## src/hdl/fmpf_pkg.sv

```systemverilog
package fmpf_pkg;

    // Default configuration of the rule table.
    localparam int MAX_RULES_DEF = 16;
    localparam int WILDCARD_DEF  = 0;

    // Fixed field widths of the item interface.
    localparam int ADDR_W      = 32;
    localparam int PROTO_W     = 8;
    localparam int PORT_W      = 16;
    localparam int ACTION_W    = 8;
    localparam int FUNC_W      = 2;
    localparam int STATUS_W    = 2;
    localparam int COUNT_NOW_W = 5;

    // Item function codes.
    localparam logic [FUNC_W-1:0] FUNC_EVAL  = 2'd0;
    localparam logic [FUNC_W-1:0] FUNC_ADD   = 2'd1;
    localparam logic [FUNC_W-1:0] FUNC_CLEAR = 2'd2;

    // Result status codes.
    localparam logic [STATUS_W-1:0] STATUS_OK      = 2'd0;
    localparam logic [STATUS_W-1:0] STATUS_INVALID = 2'd1;
    localparam logic [STATUS_W-1:0] STATUS_FULL    = 2'd2;

    // Rule actions.
    localparam logic [ACTION_W-1:0] ACT_DROP   = 8'd0;
    localparam logic [ACTION_W-1:0] ACT_ACCEPT = 8'd1;

    typedef enum logic [1:0] {
        ST_IDLE,
        ST_SCAN,
        ST_HOLD
    } state_t;

    // One stored rule; addresses are kept already masked.
    typedef struct packed {
        logic [ADDR_W-1:0]  saddr;
        logic [ADDR_W-1:0]  smask;
        logic [ADDR_W-1:0]  daddr;
        logic [ADDR_W-1:0]  dmask;
        logic [PROTO_W-1:0] proto;
        logic [PORT_W-1:0]  sport;
        logic [PORT_W-1:0]  dport;
        logic               action;
    } rule_t;

    // Packet header under evaluation.
    typedef struct packed {
        logic [ADDR_W-1:0]  saddr;
        logic [ADDR_W-1:0]  daddr;
        logic [PROTO_W-1:0] proto;
        logic [PORT_W-1:0]  sport;
        logic [PORT_W-1:0]  dport;
    } pkt_t;

    // Search token handed from cell to cell.
    typedef struct packed {
        logic valid;
        logic hit;
        logic verdict;
    } tok_t;

    // True when the mask is a run of ones from the top bit followed by zeros.
    function automatic logic prefix_ok(input logic [ADDR_W-1:0] m);
        logic [ADDR_W-1:0] inv;
        inv = ~m;
        return (inv & (inv + ADDR_W'(1))) == '0;
    endfunction

endpackage

```

## src/hdl/fmpf_cell.sv

```systemverilog
module fmpf_cell
    import fmpf_pkg::*;
#(
    parameter int IDX            = 0,
    parameter int CNT_W          = $clog2(MAX_RULES_DEF + 1),
    parameter int WILDCARD_VALUE = WILDCARD_DEF
) (
    input  logic             aclk,
    input  logic             aresetn,
    input  logic             wr_en,
    input  rule_t            wr_rule,
    input  logic [CNT_W-1:0] count,
    input  pkt_t             pkt,
    input  tok_t             tok_in,
    output tok_t             tok_out
);

    localparam logic [PROTO_W-1:0] WC_PROTO = PROTO_W'(WILDCARD_VALUE);
    localparam logic [PORT_W-1:0]  WC_PORT  = PORT_W'(WILDCARD_VALUE);
    localparam logic [CNT_W-1:0]   MY_IDX   = CNT_W'(IDX);

    rule_t rule_reg;
    tok_t  tok_reg;
    tok_t  tok_next;
    logic  live;
    logic  match;

    // New rules are appended at the current count, so this cell takes the
    // write when the count points at it.
    always_ff @(posedge aclk) begin
        if (wr_en && (count == MY_IDX)) begin
            rule_reg <= wr_rule;
        end
    end

    assign live  = MY_IDX < count;
    assign match = ((rule_reg.proto == WC_PROTO) || (rule_reg.proto == pkt.proto))
                && ((rule_reg.sport == WC_PORT)  || (rule_reg.sport == pkt.sport))
                && ((rule_reg.dport == WC_PORT)  || (rule_reg.dport == pkt.dport))
                && ((pkt.saddr & rule_reg.smask) == rule_reg.saddr)
                && ((pkt.daddr & rule_reg.dmask) == rule_reg.daddr);

    // An earlier hit passes through untouched, which gives first-match order.
    always_comb begin
        tok_next = tok_in;
        if (!tok_in.hit && live && match) begin
            tok_next.hit     = 1'b1;
            tok_next.verdict = rule_reg.action;
        end
    end

    always_ff @(posedge aclk) begin
        if (!aresetn) begin
            tok_reg <= '0;
        end else begin
            tok_reg <= tok_next;
        end
    end

    assign tok_out = tok_reg;

endmodule

```

## src/hdl/first_match_packet_filter_core.sv

```systemverilog
// Channel   Direction  Handshake             Payload
// s_        in         s_valid / s_ready     func, addresses, ports, proto, masks, action
// m_        out        m_valid / m_ready     verdict, status, count_now
// cfg_      in         cfg_wr_en             cfg_wr_data (default verdict)
//
// An add, clear or unused item passes from IDLE through HOLD back to IDLE before
// the next acceptance. An evaluate item also passes through SCAN, where a search
// token walks the chain of rule cells one cell per cycle until it leaves the last cell.
// Reset is synchronous and active low; it empties the table and the output
// register. The stored rules themselves are not cleared. A stalled result
// waits in the pending register until the output register is free.
module first_match_packet_filter_core
    import fmpf_pkg::*;
#(
    parameter int MAX_RULES      = MAX_RULES_DEF,
    parameter int WILDCARD_VALUE = WILDCARD_DEF
) (
    input  logic                   aclk,
    input  logic                   aresetn,

    input  logic                   cfg_wr_en,
    input  logic                   cfg_wr_data,

    input  logic                   s_valid,
    output logic                   s_ready,
    input  logic [FUNC_W-1:0]      s_func,
    input  logic [ADDR_W-1:0]      s_src_addr,
    input  logic [ADDR_W-1:0]      s_dst_addr,
    input  logic [PROTO_W-1:0]     s_proto,
    input  logic [PORT_W-1:0]      s_src_port,
    input  logic [PORT_W-1:0]      s_dst_port,
    input  logic [ADDR_W-1:0]      s_src_mask,
    input  logic [ADDR_W-1:0]      s_dst_mask,
    input  logic [ACTION_W-1:0]    s_rule_action,

    output logic                   m_valid,
    input  logic                   m_ready,
    output logic                   m_verdict,
    output logic [STATUS_W-1:0]    m_status,
    output logic [COUNT_NOW_W-1:0] m_count_now
);

    // The count must hold MAX_RULES itself.
    localparam int CNT_W  = $clog2(MAX_RULES + 1);
    localparam int WIDE_W = CNT_W + COUNT_NOW_W;
    localparam logic [CNT_W-1:0] FULL_CNT = CNT_W'(MAX_RULES);

    state_t state_reg;
    state_t state_next;

    logic              dflt_reg;
    logic [CNT_W-1:0]  count_reg;
    logic [CNT_W-1:0]  count_next;
    pkt_t              pkt_reg;
    logic              start_reg;
    logic              start_next;
    logic              pend_verdict_reg;
    logic              pend_verdict_next;
    logic [STATUS_W-1:0] pend_status_reg;
    logic [STATUS_W-1:0] pend_status_next;

    logic                   m_valid_reg;
    logic                   m_valid_next;
    logic                   m_verdict_reg;
    logic [STATUS_W-1:0]    m_status_reg;
    logic [COUNT_NOW_W-1:0] m_count_reg;
    logic [WIDE_W-1:0]      count_wide;

    logic  s_fire;
    logic  out_free;
    logic  load_out;
    logic  rule_ok;
    logic  table_full;
    logic  wr_en;
    rule_t wr_rule;
    tok_t  tok [0:MAX_RULES];

    assign s_fire   = s_valid && s_ready;
    assign out_free = !m_valid_reg || m_ready;

    // Rule check for an add item: a defined action and two prefix masks.
    assign rule_ok    = (s_rule_action <= ACT_ACCEPT) && prefix_ok(s_src_mask)
                      && prefix_ok(s_dst_mask);
    assign table_full = count_reg == FULL_CNT;
    assign wr_en      = s_fire && (s_func == FUNC_ADD) && rule_ok && !table_full;

    always_comb begin
        wr_rule.saddr  = s_src_addr & s_src_mask;
        wr_rule.smask  = s_src_mask;
        wr_rule.daddr  = s_dst_addr & s_dst_mask;
        wr_rule.dmask  = s_dst_mask;
        wr_rule.proto  = s_proto;
        wr_rule.sport  = s_src_port;
        wr_rule.dport  = s_dst_port;
        wr_rule.action = s_rule_action[0];
    end

    // Next state. Only one item is in the block at a time.
    always_comb begin
        state_next = state_reg;
        unique case (state_reg)
            ST_IDLE: begin
                if (s_fire) begin
                    state_next = (s_func == FUNC_EVAL) ? ST_SCAN : ST_HOLD;
                end
            end
            ST_SCAN: begin
                if (tok[MAX_RULES].valid) begin
                    state_next = ST_HOLD;
                end
            end
            ST_HOLD: begin
                if (out_free) begin
                    state_next = ST_IDLE;
                end
            end
            default: begin
                state_next = ST_IDLE;
            end
        endcase
    end

    // State machine outputs.
    always_comb begin
        s_ready  = 1'b0;
        load_out = 1'b0;
        unique case (state_reg)
            ST_IDLE: s_ready  = 1'b1;
            ST_SCAN: s_ready  = 1'b0;
            ST_HOLD: load_out = out_free;
            default: s_ready  = 1'b0;
        endcase
    end

    // Table count and the pending result of the item in flight.
    always_comb begin
        count_next        = count_reg;
        start_next        = s_fire && (s_func == FUNC_EVAL);
        pend_verdict_next = pend_verdict_reg;
        pend_status_next  = pend_status_reg;
        if (s_fire) begin
            pend_verdict_next = 1'b0;
            pend_status_next  = STATUS_OK;
            if (s_func == FUNC_ADD) begin
                priority if (!rule_ok) begin
                    pend_status_next = STATUS_INVALID;
                end else if (table_full) begin
                    pend_status_next = STATUS_FULL;
                end else begin
                    count_next = count_reg + CNT_W'(1);
                end
            end else if (s_func == FUNC_CLEAR) begin
                count_next = '0;
            end
        end
        // The token leaving the last cell carries the first hit, if any.
        if (tok[MAX_RULES].valid) begin
            pend_verdict_next = tok[MAX_RULES].hit ? tok[MAX_RULES].verdict : dflt_reg;
        end
    end

    always_comb begin
        m_valid_next = m_valid_reg;
        if (load_out) begin
            m_valid_next = 1'b1;
        end else if (m_ready) begin
            m_valid_next = 1'b0;
        end
    end

    assign count_wide = WIDE_W'(count_reg);

    always_ff @(posedge aclk) begin
        if (!aresetn) begin
            state_reg   <= ST_IDLE;
            dflt_reg    <= 1'b0;
            count_reg   <= '0;
            start_reg   <= 1'b0;
            m_valid_reg <= 1'b0;
        end else begin
            state_reg   <= state_next;
            count_reg   <= count_next;
            start_reg   <= start_next;
            m_valid_reg <= m_valid_next;
            if (cfg_wr_en) begin
                dflt_reg <= cfg_wr_data;
            end
        end
    end

    // Payload registers need no reset.
    always_ff @(posedge aclk) begin
        pend_verdict_reg <= pend_verdict_next;
        pend_status_reg  <= pend_status_next;
        if (s_fire) begin
            pkt_reg.saddr <= s_src_addr;
            pkt_reg.daddr <= s_dst_addr;
            pkt_reg.proto <= s_proto;
            pkt_reg.sport <= s_src_port;
            pkt_reg.dport <= s_dst_port;
        end
        if (load_out) begin
            m_verdict_reg <= pend_verdict_reg;
            m_status_reg  <= pend_status_reg;
            m_count_reg   <= count_wide[COUNT_NOW_W-1:0];
        end
    end

    // The search token enters the first cell the cycle after the packet
    // header has been captured.
    always_comb begin
        tok[0].valid   = start_reg;
        tok[0].hit     = 1'b0;
        tok[0].verdict = 1'b0;
    end

    for (genvar i = 0; i < MAX_RULES; i++) begin : g_cell
        fmpf_cell #(
            .IDX            (i),
            .CNT_W          (CNT_W),
            .WILDCARD_VALUE (WILDCARD_VALUE)
        ) u_cell (
            .aclk    (aclk),
            .aresetn (aresetn),
            .wr_en   (wr_en),
            .wr_rule (wr_rule),
            .count   (count_reg),
            .pkt     (pkt_reg),
            .tok_in  (tok[i]),
            .tok_out (tok[i+1])
        );
    end

    assign m_valid     = m_valid_reg;
    assign m_verdict   = m_verdict_reg;
    assign m_status    = m_status_reg;
    assign m_count_now = m_count_reg;

endmodule
```

## config.mk

```make
export PLATFORM = sky130hd
export DESIGN_NAME = first_match_packet_filter_core
export DESIGN_NICKNAME = d
export VERILOG_FILES = /design/src/hdl/fmpf_pkg.sv /design/src/hdl/fmpf_cell.sv /design/src/hdl/first_match_packet_filter_core.sv
export SDC_FILE = /design/constraint.sdc
export NUM_CORES = 2
export LEC_CHECK = 0
export ABC_AREA = 1
export BUFFER_PORTS_ARGS = -buffer_cell sky130_fd_sc_hd__buf_4
export CAP_MARGIN = 20
export CORE_MARGIN = 4
export CORE_UTILIZATION = 42
export CTS_CLUSTER_SIZE = 20
export DETAILED_ROUTE_END_ITERATION = 12
export PLACE_DENSITY_LB_ADDON = 0.25
export SYNTH_ARGS = -nofsm -noshare
export SYNTH_HDL_FRONTEND = slang
export SYNTH_SLANG_ARGS = --single-unit
```

## constraint.sdc

```tcl
create_clock -name aclk -period 18.6 [get_ports aclk]
set_clock_uncertainty 0.1 [all_clocks]
set_input_delay 0 -clock aclk [delete_from_list [all_inputs] [get_ports aclk]]
set_output_delay 0 -clock aclk [all_outputs]
set_load 0.005 [all_outputs]
```

==> impl_metrics.csv <==
group,metric,value,unit
yosys,synth_cell_types,64,
routing,drc_errors,0,
final_layout,drive_gt1_frac,0.1177,
yosys,ys_warn_count,0,
cts,cts.htree.levels,5,
yosys,synthTopCellsByCount,"2819 x edfxtp_1, 2022 x nand2_1, 550 x inv_1",
cts,cts.sinks,2877,
routing,drtIter0Drc,14180,
die,die_y,534.3,um
cts,tritoncts,"yes",
final_layout,largest_reg_flops,2704,
yosys,syn_area,116300,um^2
grt,first_global_vias,73530,
die,core_area,274600,um^2
place,dp_hpwl,322800,um
yosys,synth_top_flop_cell,"edfxtp_1",
critical_path,critPathSlowestCell,"buf_4",
final_layout,area_growth,17.47,%
routing,drt_pass1_iterations,6,
yosys,synth.top_cell.area_share,0.7277,
die,dieArea,285400,um^2
grt,global_route.usage.total,0.3387,
timing,finalCriticalPeriod,6.098,ns
die,io_pins,194,
yosys,synth_cells,8710,
cts,ctsResizeCount,0,
critical_path,crit_top_cell,"buf_4",
critical_path,cp_cell_sequence,"dlygate4sd3_1, dlygate4sd3_1, buf_4, nor2_2, nand2_2, nor2_4, nand3_2, o21ai_1, nand2_1, nor2_1, nand3_1, nor2_2, nand2_2, inv_2, nand4_1, nor2_4, buf_4, buf_4, buf_4",
timing,tightest_slew,1.414,ns
critical_path,cp_max_fo,73,
cts,cts_setup_buffers,0,
yosys,synth_top_cell_by_area,"edfxtp_1",
critical_path,path_class,"in2reg",
yosys,synth.top_cells.by_area,"edfxtp_1 73%, nand2_1 6.5%, xnor2_1 4.1%",
timing,hold_violations,0,
final_layout,nNetsFinal,9759,
routing,routed_wl,494200,um
die,row_count,192,
power_and_ir_drop,max-vdd-ir-drop,0.09644,mV
yosys,ys_ff_latch,2877,
cts,clkSlewWorstSetupHoldPaths,0.06,ns
final_layout,stdcell_area,136600,um^2
cts,insertion_delay,0.90,ns
cts,ctsHoldBuffers,322,
yosys,synth-seq-area-share,0.7377,
timing,fin_crit_sh,0.3278,
yosys,synth_edf_count,2819,
place,port-buffer-count,193,
grt,grt_max_degree,144,
place,placed_cell_area,123600,um^2
critical_path,critPathTopFamily,"buffers and inverters",
critical_path,endpoint_kind,"flip-flop",
critical_path,cp.required,18.99,ns
critical_path,worstPathArrival,6.49,ns
timing,max_freq,0.1640,GHz
job,max_cap_viol_count,0,
grt,grt_pass1_wl,648900,um
final_layout,nFillCells,23590,
critical_path,cp.buffers_inverters,7,
place,gp_congestion,1.023,
yosys,syn_area_per_cell,13.36,um^2
die,die_w,534.3,um
yosys,async_flop_share,0,
run_status,status,"finished, final reports clean",
place,place_ws,12.65,ns
timing,setup-tns-final,0,ns
routing,wl_per_cell,36.48,um
power_and_ir_drop,powerDensity,102.7,nW/um^2
yosys,yosysMostFrequentCell,"edfxtp_1",
grt,overflow,0,
place,place_inst,12620,
timing,fin_ws,12.50,ns
timing,setup_viol,0,
worst_hold_path,hp-class,"in2reg",
timing,drv_slew,0,
routing,viasPerCell,5.914,
cts,cts_root_buffer,"clkbuf_16",
routing,num_vias,80110,
cts,clockBufferDepth,4,
critical_path,slowest_delay,0.90,ns
power_and_ir_drop,power_leakage,0.04607,uW
timing,rsz0062_at_grt,"false",
routing,ant_nets,0,
timing,slew_headroom,0.05717,
final_layout,stdcell_count,13550,
critical_path,start_kind,"primary input",
timing,hold_slack,0.02362,ns
yosys,syn_nets,8897,
grt,grt_antenna_before_repair,74,
die,floorplan.initialDensity,0.4236,
cts,cts_buffers,309,
==> where the power goes <==
group          internal, uW  switching [uW]
Combinational           218             697
Sequential             7140            25.1
Clock                  3370            2580
Total                 10700            3300
==> metrics by stage <==
step | util | power, uW
finish | 0.4976 | 14030
global route | 0.4972 | 14330
CTS | 0.4968 | 14030
detailed placement | 0.4503 | 8124
global placement | 0.4494 | 8113
floorplan | - | 7591
==> cells by family (layout without fill, tap and decap cells) <==
logic type,Yosys count,after routing,share of synthesized area
DFF,2877,2877,0.7377
AOI/OAI and AO/OA,532,532,0.02906
xor gates and xnor gates,851,851,0.06408
and+or+nand+nor,3680,3680,0.1423
buffers and inverters,766,1871,0.02647
other,0,45,0
adders and majority gates,3,3,0.0003227
muxes,1,1,0.00008605
==> layer usage <==
| metal | up-vias | routed length [um] | global-route usage |
|---|---|---|---|
| li1 | 32800 | - | - |
| met1 | 40410 | 181100 | 0.4463 |
| met2 | 5766 | 215300 | 0.5070 |
| met3 | 1100 | 60880 | 0.08147 |
| met4 | 24 | 36790 | 0.2100 |
| met5 | - | 147 | 0.0004997 |
==> worst paths after layout <==
kind / slack, ns / from / cells after the start / endpoint
min reg2reg: 0.31 / g_cell[0].u_cell.tok_out[2] / 2 / g_cell[1].u_cell.tok_out[2]
min: 0.02 / s_proto[3] / 2 / g_cell[11].u_cell.rule_reg[36]
max reg2reg: 12.94 / state_reg[1] / 11 / g_cell[6].u_cell.rule_reg[107]
max: 12.50 / s_dst_mask[3] / 19 / g_cell[6].u_cell.rule_reg[107]
==> layout make-up <==
cell class                      count  area, um^2  share of cell area
Tap cell                         3686        4612             0.03375
Multi-Input combinational cell   5067       27670              0.2025
Sequential cell                  2877       85810              0.6280
Inverter                          555        2083             0.01525
Clock buffer                      401        8243             0.06033
Antenna cell                       45       112.6           0.0008241
Timing Repair Buffer              762        6797             0.04974
Clock inverter                    153        1310            0.009587
==> layout by cell type (no fill, tap or decap), drive strengths merged, types with 4 or more instances in the layout <==
cell type    count
a211oi          19
a21oi           94
a221oi          16
a22o            14
and2            19
and3             6
buf            439
bufinv          17
clkbuf         402
clkinv         132
clkinvlp         7
dfxtp           58
diode           45
dlygate4sd3    322
edfxtp        2819
inv            552
nand2         2027
nand3          174
nand3b          25
nand4          279
nor2           459
nor3           136
nor3b           11
nor4           306
o2111a           4
o2111ai         73
o211ai          21
o21a             6
o21ai          200
o21bai          11
o22ai           39
o31ai            6
or2            233
or4              5
xnor2          538
xor2           313
Note: power is estimated with default switching activity, not from simulation.
